--- src/hdl/hsl_pkg.sv ---
// shared types, constants and lane codes for the rgb to hsl converter
package hsl_pkg;

  // default number of fraction bits in hue, saturation and lightness
  localparam int unsigned FRACTION_BITS_DEF = 16;

  // port field widths
  localparam int unsigned CHAN_W     = 8;
  localparam int unsigned OUT_FRAC_W = 16;

  // divider lanes, one per computed fraction
  localparam int unsigned LANES      = 3;
  localparam int unsigned LANE_HUE   = 0;
  localparam int unsigned LANE_SAT   = 1;
  localparam int unsigned LANE_LIGHT = 2;

  // divisor and partial remainder width (largest divisor is 12 * 255)
  localparam int unsigned DIV_W  = 12;
  // numerator bits above the quotient bits (largest head is 6 * 255)
  localparam int unsigned HEAD_W = 11;

  // lightness rounds (max + min) * one / 510: divisor 2 * 510, bias 510
  localparam int unsigned LIGHT_DEN  = 1020;
  localparam int unsigned LIGHT_HALF = 510;

  // input beat
  typedef struct packed {
    logic [CHAN_W-1:0] red;
    logic [CHAN_W-1:0] green;
    logic [CHAN_W-1:0] blue;
    logic [CHAN_W-1:0] alpha_in;
  } hsl_pixel_t;

  // output beat
  typedef struct packed {
    logic [OUT_FRAC_W-1:0] hue;
    logic [OUT_FRAC_W-1:0] saturation;
    logic [OUT_FRAC_W-1:0] lightness;
    logic [CHAN_W-1:0]     alpha_out;
  } hsl_result_t;

  // side information that rides along the divider row
  typedef struct packed {
    logic              grey;
    logic [CHAN_W-1:0] alpha;
  } hsl_ctrl_t;

endpackage

--- src/hdl/hsl_prep.sv ---
// front end: max/min, sector, delta and the numerators and divisors of the three divisions
module hsl_prep #(
  parameter int unsigned QUO_W = 17
) (
  input  logic                                             clk_i,
  input  logic                                             rst_ni,
  input  logic                                             en_i,
  input  logic                                             valid_i,
  input  hsl_pkg::hsl_pixel_t                              pixel_i,
  output logic                                             valid_o,
  output hsl_pkg::hsl_ctrl_t                               ctrl_o,
  output logic [hsl_pkg::LANES-1:0][hsl_pkg::DIV_W-1:0]    rem_o,
  output logic [hsl_pkg::LANES-1:0][QUO_W-1:0]             low_o,
  output logic [hsl_pkg::LANES-1:0][hsl_pkg::DIV_W-1:0]    den_o
);
  import hsl_pkg::*;

  localparam int unsigned NUM_W = HEAD_W + QUO_W;

  typedef enum logic [1:0] {
    SEC_RED,
    SEC_GREEN,
    SEC_BLUE
  } hsl_sector_e;

  // stage a registers
  logic              a_valid_q;
  logic [CHAN_W-1:0] a_r_q, a_g_q, a_b_q, a_mx_q, a_mn_q, a_alpha_q;
  hsl_sector_e       a_sec_q;

  // stage b registers
  logic              b_valid_q;
  logic [CHAN_W-1:0] b_d_q, b_den_q, b_alpha_q;
  logic [CHAN_W:0]   b_sum_q;
  logic [10:0]       b_d6_q, b_n_q;
  logic              b_grey_q;

  // stage c registers (head of the divider row)
  logic                              c_valid_q;
  hsl_ctrl_t                         c_ctrl_q;
  logic [LANES-1:0][DIV_W-1:0]       c_rem_q, c_den_q;
  logic [LANES-1:0][QUO_W-1:0]       c_low_q;

  // stage a: largest and smallest channel, red winning ties for the largest, then green
  hsl_sector_e       a_sec_d;
  logic [CHAN_W-1:0] a_mx_d, a_mn_d, mn_rg;

  always_comb begin
    if (pixel_i.red >= pixel_i.green && pixel_i.red >= pixel_i.blue) begin
      a_sec_d = SEC_RED;
      a_mx_d  = pixel_i.red;
    end else if (pixel_i.green >= pixel_i.blue) begin
      a_sec_d = SEC_GREEN;
      a_mx_d  = pixel_i.green;
    end else begin
      a_sec_d = SEC_BLUE;
      a_mx_d  = pixel_i.blue;
    end
    mn_rg  = (pixel_i.red < pixel_i.green) ? pixel_i.red : pixel_i.green;
    a_mn_d = (pixel_i.blue < mn_rg) ? pixel_i.blue : mn_rg;
  end

  // stage b: delta, sum, saturation divisor and sector numerator
  logic [CHAN_W-1:0] b_d_d, b_den_d;
  logic [CHAN_W:0]   b_sum_d;
  logic [10:0]       b_d6_d, b_n_d;

  always_comb begin
    b_d_d   = a_mx_q - a_mn_q;
    b_sum_d = {1'b0, a_mx_q} + {1'b0, a_mn_q};
    b_den_d = (b_sum_d > 9'd255) ? CHAN_W'(9'd510 - b_sum_d) : CHAN_W'(b_sum_d);
    b_d6_d  = (11'(b_d_d) << 2) + (11'(b_d_d) << 1);
    case (a_sec_q)
      SEC_RED: begin
        if (a_g_q < a_b_q) begin
          b_n_d = b_d6_d + 11'(a_g_q) - 11'(a_b_q);
        end else begin
          b_n_d = 11'(a_g_q) - 11'(a_b_q);
        end
      end
      SEC_GREEN: b_n_d = (11'(b_d_d) << 1) + 11'(a_b_q) - 11'(a_r_q);
      default:   b_n_d = (11'(b_d_d) << 2) + 11'(a_r_q) - 11'(a_g_q);
    endcase
  end

  // stage c: rounded-division numerators, split into head and low bits
  logic [NUM_W-1:0]              hue_num, sat_num, light_num;
  logic [LANES-1:0][DIV_W-1:0]   c_rem_d, c_den_d;
  logic [LANES-1:0][QUO_W-1:0]   c_low_d;

  always_comb begin
    hue_num   = (NUM_W'(b_n_q) << QUO_W) + NUM_W'(b_d6_q);
    sat_num   = (NUM_W'(b_d_q) << QUO_W) - (NUM_W'(b_d_q) << 1) + NUM_W'(b_den_q);
    light_num = (NUM_W'(b_sum_q) << QUO_W) - (NUM_W'(b_sum_q) << 1)
              + NUM_W'(LIGHT_HALF);

    c_rem_d[LANE_HUE]   = DIV_W'(hue_num[NUM_W-1:QUO_W]);
    c_rem_d[LANE_SAT]   = DIV_W'(sat_num[NUM_W-1:QUO_W]);
    c_rem_d[LANE_LIGHT] = DIV_W'(light_num[NUM_W-1:QUO_W]);

    c_low_d[LANE_HUE]   = hue_num[QUO_W-1:0];
    c_low_d[LANE_SAT]   = sat_num[QUO_W-1:0];
    c_low_d[LANE_LIGHT] = light_num[QUO_W-1:0];

    c_den_d[LANE_HUE]   = DIV_W'({b_d6_q, 1'b0});
    c_den_d[LANE_SAT]   = DIV_W'({b_den_q, 1'b0});
    c_den_d[LANE_LIGHT] = DIV_W'(LIGHT_DEN);
  end

  // valid bits
  always_ff @(posedge clk_i or negedge rst_ni) begin
    if (!rst_ni) begin
      a_valid_q <= 1'b0;
      b_valid_q <= 1'b0;
      c_valid_q <= 1'b0;
    end else if (en_i) begin
      a_valid_q <= valid_i;
      b_valid_q <= a_valid_q;
      c_valid_q <= b_valid_q;
    end
  end

  // payload registers
  always_ff @(posedge clk_i) begin
    if (en_i) begin
      a_r_q     <= pixel_i.red;
      a_g_q     <= pixel_i.green;
      a_b_q     <= pixel_i.blue;
      a_mx_q    <= a_mx_d;
      a_mn_q    <= a_mn_d;
      a_sec_q   <= a_sec_d;
      a_alpha_q <= pixel_i.alpha_in;

      b_d_q     <= b_d_d;
      b_sum_q   <= b_sum_d;
      b_den_q   <= b_den_d;
      b_d6_q    <= b_d6_d;
      b_n_q     <= b_n_d;
      b_grey_q  <= (b_d_d == '0);
      b_alpha_q <= a_alpha_q;

      c_rem_q        <= c_rem_d;
      c_low_q        <= c_low_d;
      c_den_q        <= c_den_d;
      c_ctrl_q.grey  <= b_grey_q;
      c_ctrl_q.alpha <= b_alpha_q;
    end
  end

  assign valid_o = c_valid_q;
  assign ctrl_o  = c_ctrl_q;
  assign rem_o   = c_rem_q;
  assign low_o   = c_low_q;
  assign den_o   = c_den_q;

endmodule

--- src/hdl/hsl_div_cell.sv ---
// one cell of the divider row: one restoring quotient bit for each of the three lanes
module hsl_div_cell #(
  parameter int unsigned QUO_W = 17
) (
  input  logic                                          clk_i,
  input  logic                                          rst_ni,
  input  logic                                          en_i,
  input  logic                                          valid_i,
  input  hsl_pkg::hsl_ctrl_t                            ctrl_i,
  input  logic [hsl_pkg::LANES-1:0][hsl_pkg::DIV_W-1:0] rem_i,
  input  logic [hsl_pkg::LANES-1:0][QUO_W-1:0]          low_i,
  input  logic [hsl_pkg::LANES-1:0][hsl_pkg::DIV_W-1:0] den_i,
  input  logic [hsl_pkg::LANES-1:0][QUO_W-1:0]          quo_i,
  output logic                                          valid_o,
  output hsl_pkg::hsl_ctrl_t                            ctrl_o,
  output logic [hsl_pkg::LANES-1:0][hsl_pkg::DIV_W-1:0] rem_o,
  output logic [hsl_pkg::LANES-1:0][QUO_W-1:0]          low_o,
  output logic [hsl_pkg::LANES-1:0][hsl_pkg::DIV_W-1:0] den_o,
  output logic [hsl_pkg::LANES-1:0][QUO_W-1:0]          quo_o
);
  import hsl_pkg::*;

  logic                          valid_q;
  hsl_ctrl_t                     ctrl_q;
  logic [LANES-1:0][DIV_W-1:0]   rem_q, den_q, rem_d;
  logic [LANES-1:0][QUO_W-1:0]   low_q, quo_q, low_d, quo_d;

  // shift in the next numerator bit, subtract the divisor when it fits
  always_comb begin
    logic [DIV_W:0] trial;
    logic [DIV_W:0] diff;
    logic           fits;
    for (int k = 0; k < LANES; k++) begin
      trial    = {rem_i[k], low_i[k][QUO_W-1]};
      diff     = trial - {1'b0, den_i[k]};
      fits     = (trial >= {1'b0, den_i[k]});
      rem_d[k] = fits ? diff[DIV_W-1:0] : trial[DIV_W-1:0];
      low_d[k] = {low_i[k][QUO_W-2:0], 1'b0};
      quo_d[k] = {quo_i[k][QUO_W-2:0], fits};
    end
  end

  // valid bit
  always_ff @(posedge clk_i or negedge rst_ni) begin
    if (!rst_ni) begin
      valid_q <= 1'b0;
    end else if (en_i) begin
      valid_q <= valid_i;
    end
  end

  // payload
  always_ff @(posedge clk_i) begin
    if (en_i) begin
      ctrl_q <= ctrl_i;
      rem_q  <= rem_d;
      low_q  <= low_d;
      den_q  <= den_i;
      quo_q  <= quo_d;
    end
  end

  assign valid_o = valid_q;
  assign ctrl_o  = ctrl_q;
  assign rem_o   = rem_q;
  assign low_o   = low_q;
  assign den_o   = den_q;
  assign quo_o   = quo_q;

endmodule

--- src/hdl/hsl_out_buf.sv ---
// output register with a skid stage, holds the pipeline only when both are full
module hsl_out_buf (
  input  logic                 clk_i,
  input  logic                 rst_ni,
  input  logic                 tail_valid_i,
  input  hsl_pkg::hsl_result_t tail_data_i,
  output logic                 en_o,
  output logic                 out_valid_o,
  input  logic                 out_stall_i,
  output hsl_pkg::hsl_result_t out_data_o
);
  import hsl_pkg::*;

  logic        out_valid_q, out_valid_d, skid_valid_q, skid_valid_d;
  hsl_result_t out_data_q, out_data_d, skid_data_q, skid_data_d;

  // beat routing between pipeline tail, skid and output register
  always_comb begin
    out_valid_d  = out_valid_q;
    out_data_d   = out_data_q;
    skid_valid_d = skid_valid_q;
    skid_data_d  = skid_data_q;
    if (skid_valid_q) begin
      if (!out_stall_i) begin
        out_data_d   = skid_data_q;
        skid_valid_d = 1'b0;
      end
    end else if (tail_valid_i) begin
      if (!out_valid_q || !out_stall_i) begin
        out_valid_d = 1'b1;
        out_data_d  = tail_data_i;
      end else begin
        skid_valid_d = 1'b1;
        skid_data_d  = tail_data_i;
      end
    end else if (out_valid_q && !out_stall_i) begin
      out_valid_d = 1'b0;
    end
  end

  always_ff @(posedge clk_i or negedge rst_ni) begin
    if (!rst_ni) begin
      out_valid_q  <= 1'b0;
      skid_valid_q <= 1'b0;
    end else begin
      out_valid_q  <= out_valid_d;
      skid_valid_q <= skid_valid_d;
    end
  end

  always_ff @(posedge clk_i) begin
    out_data_q  <= out_data_d;
    skid_data_q <= skid_data_d;
  end

  assign en_o        = !skid_valid_q;
  assign out_valid_o = out_valid_q;
  assign out_data_o  = out_data_q;

endmodule

--- src/hdl/rgb_to_hsl_converter.sv ---
// top level of the rgb to hsl converter
//
// Input channel: one RGBA pixel per beat (in_valid_i, in_stall_o, in_data_i).
// Output channel: hue, saturation, lightness and alpha per beat
// (out_valid_o, out_stall_i, out_data_o). Every pixel gives exactly one result,
// in order. Hue counts 2^FRACTION_BITS per turn; saturation and lightness use
// 2^FRACTION_BITS - 1 for 1.0; the 16-bit fields keep the low bits.
// Throughput: one pixel per clock while no stall holds the row. The accepting
// edge loads the first of three front-end stages; a row of FRACTION_BITS + 1
// divider cells (one quotient bit per cell for all three divisions) and the
// output register follow.
// When the receiver stalls, the output register holds its beat and one more
// result drops into a skid stage; only then does in_stall_o rise and the whole
// row hold. in_stall_o is registered and falls in the cycle after the output
// beat is taken.
// Reset clears all valid bits; nothing in flight survives it.
module rgb_to_hsl_converter #(
  parameter int unsigned FRACTION_BITS = hsl_pkg::FRACTION_BITS_DEF
) (
  input  logic                 clk_i,
  input  logic                 rst_ni,
  input  logic                 in_valid_i,
  output logic                 in_stall_o,
  input  hsl_pkg::hsl_pixel_t  in_data_i,
  output logic                 out_valid_o,
  input  logic                 out_stall_i,
  output hsl_pkg::hsl_result_t out_data_o
);
  import hsl_pkg::*;

  localparam int unsigned QUO_W     = FRACTION_BITS + 1;
  localparam int unsigned NUM_CELLS = QUO_W;

  logic                                        en;
  logic [NUM_CELLS:0]                          valid_c;
  hsl_ctrl_t                                   ctrl_c [NUM_CELLS:0];
  logic [NUM_CELLS:0][LANES-1:0][DIV_W-1:0]    rem_c, den_c;
  logic [NUM_CELLS:0][LANES-1:0][QUO_W-1:0]    low_c, quo_c;
  hsl_result_t                                 tail_data;

  // front end
  hsl_prep #(
    .QUO_W (QUO_W)
  ) u_prep (
    .clk_i   (clk_i),
    .rst_ni  (rst_ni),
    .en_i    (en),
    .valid_i (in_valid_i && !in_stall_o),
    .pixel_i (in_data_i),
    .valid_o (valid_c[0]),
    .ctrl_o  (ctrl_c[0]),
    .rem_o   (rem_c[0]),
    .low_o   (low_c[0]),
    .den_o   (den_c[0])
  );

  assign quo_c[0] = '0;

  // divider row
  for (genvar i = 0; i < NUM_CELLS; i++) begin : g_cell
    hsl_div_cell #(
      .QUO_W (QUO_W)
    ) u_cell (
      .clk_i   (clk_i),
      .rst_ni  (rst_ni),
      .en_i    (en),
      .valid_i (valid_c[i]),
      .ctrl_i  (ctrl_c[i]),
      .rem_i   (rem_c[i]),
      .low_i   (low_c[i]),
      .den_i   (den_c[i]),
      .quo_i   (quo_c[i]),
      .valid_o (valid_c[i+1]),
      .ctrl_o  (ctrl_c[i+1]),
      .rem_o   (rem_c[i+1]),
      .low_o   (low_c[i+1]),
      .den_o   (den_c[i+1]),
      .quo_o   (quo_c[i+1])
    );
  end

  // result formatting: hue wraps a full turn, grey pixels give zero hue and saturation
  always_comb begin
    tail_data.hue        = ctrl_c[NUM_CELLS].grey ? '0 :
                           OUT_FRAC_W'(quo_c[NUM_CELLS][LANE_HUE][QUO_W-2:0]);
    tail_data.saturation = ctrl_c[NUM_CELLS].grey ? '0 :
                           OUT_FRAC_W'(quo_c[NUM_CELLS][LANE_SAT][QUO_W-2:0]);
    tail_data.lightness  = OUT_FRAC_W'(quo_c[NUM_CELLS][LANE_LIGHT][QUO_W-2:0]);
    tail_data.alpha_out  = ctrl_c[NUM_CELLS].alpha;
  end

  // output register and skid
  hsl_out_buf u_out_buf (
    .clk_i        (clk_i),
    .rst_ni       (rst_ni),
    .tail_valid_i (valid_c[NUM_CELLS]),
    .tail_data_i  (tail_data),
    .en_o         (en),
    .out_valid_o  (out_valid_o),
    .out_stall_i  (out_stall_i),
    .out_data_o   (out_data_o)
  );

  assign in_stall_o = !en;

endmodule

--- config.mk ---
export PLATFORM = sky130hd
export DESIGN_NAME = rgb_to_hsl_converter
export DESIGN_NICKNAME = d
export VERILOG_FILES = /design/src/hdl/hsl_pkg.sv /design/src/hdl/hsl_prep.sv /design/src/hdl/hsl_div_cell.sv /design/src/hdl/hsl_out_buf.sv /design/src/hdl/rgb_to_hsl_converter.sv
export SDC_FILE = /design/constraint.sdc
export NUM_CORES = 2
export LEC_CHECK = 0
export BUFFER_PORTS_ARGS = -buffer_cell sky130_fd_sc_hd__buf_2
export CORE_MARGIN = 2
export CORE_UTILIZATION = 50
export CTS_CLUSTER_SIZE = 25
export DETAILED_ROUTE_END_ITERATION = 7
export MAX_ROUTING_LAYER = met4
export PLACE_DENSITY = 0.63
export SETUP_SLACK_MARGIN = 0.15
export SYNTH_ARGS = -nofsm -noshare
export SYNTH_HDL_FRONTEND = slang
export SYNTH_SLANG_ARGS = --single-unit
--- constraint.sdc ---
create_clock -name clk_i -period 108.6 [get_ports clk_i]
set_input_delay 0 -clock clk_i [delete_from_list [all_inputs] [get_ports clk_i]]
set_output_delay 0 -clock clk_i [all_outputs]
set_load 0.01 [all_outputs]
==> run metrics <==
fin crit share 6.51%; Final ANT Viol Nets 0; vias in the first global route 45100; post-route insts no fill about 8600; Total Wirelength 132000 um; # DRC 0; Vias around 44000; critical path startpoint category flip-flop; CTS tree built; Arr. time, crit path roughly 7.5 ns; Worst EP required 109.03 ns; clk buf depth 3; Final setup viols 0; mapped cell area between 80000 and 90000 um^2; slowest CP cell buf_4; Initial Util 50.4%; setup TNS 0 ns; FILL cells 13400; initial antenna violation count 0; Slew headroom 21.7%; post-route minimum period between 7 and 8 ns; Slew @ Worst Pin about 1.2 ns; vias per cell between 5 and 6; Seq cells post-synth 1944; die width 417 um; Avg WL per Cell 15.4 um; skew final 0.0650 ns; CTS Buf Count 201; first-pass GRT wire length approximately 220000 um; sequential share of the synthesized area around two thirds; Critical Path Max Stage Delay 0.94 ns; Detailed Place HPWL 90100 um; RSZ-0062 raised after global routing false; Die H 417 um; input/output buffers 93; most used cell, CP buf_4; Final Max Tran Viols 0; setup ws final 101.53 ns; drt first pass iters 6; n_diodes 0; Fin. Hold Viols 0; row count between 150 and 200; Final #Nets about 6700; EDFF count, synth 1922; remaining global-route overflow 0; Cell variety after synth a little under 90; Tot GR Track Use 15.8%; ys async rst share about 1.1%; crit path max fanout approximately 170; f_max around 140 MHz; area grow syn2layout 12.5%; Max Cap Violations 0; placed cells 8111; die area 174000 um^2; Clock Tree Root clkbuf_16; status completed; io pins 94; initial detailed-routing violation count 2460; pin count of the biggest net entering global routing 199; ordered list of cells on the worst path buf_4, inv_8, buf_4, buf_4, buf_12, buf_4, buf_4, buf_4; crit path capture type flip-flop; share of layout cells above drive strength 1 10.7%; post-route cell area 96000 um^2; clk sinks 1944; critical path type reg -> reg; CORE AREA 169000 um^2; Yosys Warn Count 0; dpl cell area ~89000 um^2; Worst-path clk slew ~0.06 ns; Post-Place Setup Slack 101.48 ns; Synth Area per Inst ~15 um^2; synthesized instance count 5847; Synth Flop Type edfxtp_1; most frequent cells in the layout edfxtp_1 (1922), inv_1 (572), ha_1 (434); gp weighted congestion 0.895; Hold Path Class in -> reg; depth of the CTS H-tree 4; Resized cells post-CTS 0; most common cell after layout, fill and taps aside edfxtp_1; clk_lat worst skew 0.85 ns
-- logic make-up after synthesis --
logic type / after synthesis / synth area share (%)
multiplexers: 295 / 3.80
adder cells (fa/ha/maj): 487 / 7.60
buffers and inverters: 646 / 2.86
AO/OA/AOI/OAI: 816 / 5.86
flip-flops: 1944 / 68.3
XOR/XNOR: 416 / 4.32
other: 1 / 0.00439
AND/OR/NAND/NOR: 1242 / 7.29
-- path summary, 6_finish.rpt --
path                       slack [ns]                  startpoint  cells past startpoint                          to
setup / recovery               101.53      u_out_buf.skid_valid_q                      8  g_cell[0].u_cell.rem_o[11]
hold / removal                   0.07               in_data_i[31]                      2             u_prep.a_r_q[7]
setup reg to reg               101.53      u_out_buf.skid_valid_q                      8  g_cell[0].u_cell.rem_o[11]
hold reg to reg                  0.39  g_cell[0].u_cell.ctrl_o[8]                      0  g_cell[1].u_cell.ctrl_o[8]
max in group asynchronous      107.49                      rst_ni                      3      u_out_buf.skid_valid_q
min in group asynchronous        0.42                      rst_ni                      3       u_out_buf.out_valid_o
-- final cells by class --
class | instances | area [um^2] | share of cell area (%)
Tap cell | 2218 | 2780 | 2.89
Clock inverter | 141 | 1590 | 1.65
Multi-Input combinational cell | 3259 | 24700 | 25.7
Inverter | 574 | 2160 | 2.25
Clock buffer | 235 | 5200 | 5.42
Timing Repair Buffer | 185 | 1380 | 1.44
Sequential cell | 1944 | 58300 | 60.7
-- worst max-delay path, delay by kind of cell, from the launching register on --
kind     cells  cell delay, ns
buf+inv      8            5.74
flops        1            0.39
-- synthesized netlist by cell type (42+ instances only) --
| library cell | count | area [um^2] |
|---|---|---|
| nor2_1 | 394 | 1480 |
| nor2b_1 | 132 | 826 |
| inv_1 | 572 | 2150 |
| and3_1 | 42 | 263 |
| nand2b_1 | 81 | 507 |
| edfxtp_1 | 1922 | 57700 |
| xnor2_1 | 290 | 2540 |
| a21o_1 | 98 | 736 |
| nor3_1 | 82 | 410 |
| ha_1 | 434 | 5430 |
| mux2i_1 | 67 | 671 |
| nand2_1 | 187 | 702 |
| nand3_1 | 78 | 390 |
| a21oi_1 | 287 | 1440 |
| clkbuf_1 | 53 | 199 |
| fa_1 | 52 | 1040 |
| mux2_2 | 227 | 2560 |
| xor2_1 | 123 | 1080 |
| nand4_1 | 110 | 688 |
| o21ai_0 | 183 | 916 |
-- repair_timing --
| action | CTS | global route |
|---|---|---|
| endpoints found under the hold margin | 90 | 0 |
| endpoints found under the setup margin | 0 | 0 |
| buffers inserted | 0 | 0 |
| hold buffers | 69 | 0 |
-- metrics by stage --
stage	util [%]	hold slack [ns]
final	56.7	0.0716
after global routing	56.7	0.0310
after CTS	56.7	0.00206
after detailed placement	52.2	0.000256
after global placement	52.2	-0.0213
after floorplan	-	-0.296
-- per-layer routing --
metal / up-vias / wire length (um) / share of wire (%) / global-route usage, %
met4: 0 / 4320 / 3.3 / 6.33
met2: 568 / 69900 / 53 / 28.3
met1: 21000 / 54000 / 41 / 17.6
met5: - / 0 / 0 / -
met3: 298 / 3920 / 3.0 / 2.65
li1: 22100 / - / - / -
-- state kept, by name, indices dropped and copies added (netlist names), 8 cells and up --
signal / count
u_prep.b_alpha_q: 8
u_prep.a_g_q: 8
u_prep.rem_o: 33
u_prep.a_alpha_q: 8
u_prep.low_o: 42
u_prep.a_mn_q: 8
g_cell.u_cell.rem_o: 563
u_prep.ctrl_o: 9
g_cell.u_cell.valid_o: 17
u_prep.b_d6_q: 9
u_prep.a_b_q: 8
u_out_buf.skid_data_q: 56
u_prep.b_sum_q: 9
u_prep.a_r_q: 8
g_cell.u_cell.ctrl_o: 153
g_cell.u_cell.low_o: 337
u_out_buf.out_data_o: 56
g_cell.u_cell.quo_o: 408
u_prep.b_n_q: 11
u_prep.a_mx_q: 8
g_cell.u_cell.den_o: 156
Power is not shown: default switching activity piles up to over one toggle a cycle in this logic, so the estimate is an artifact.
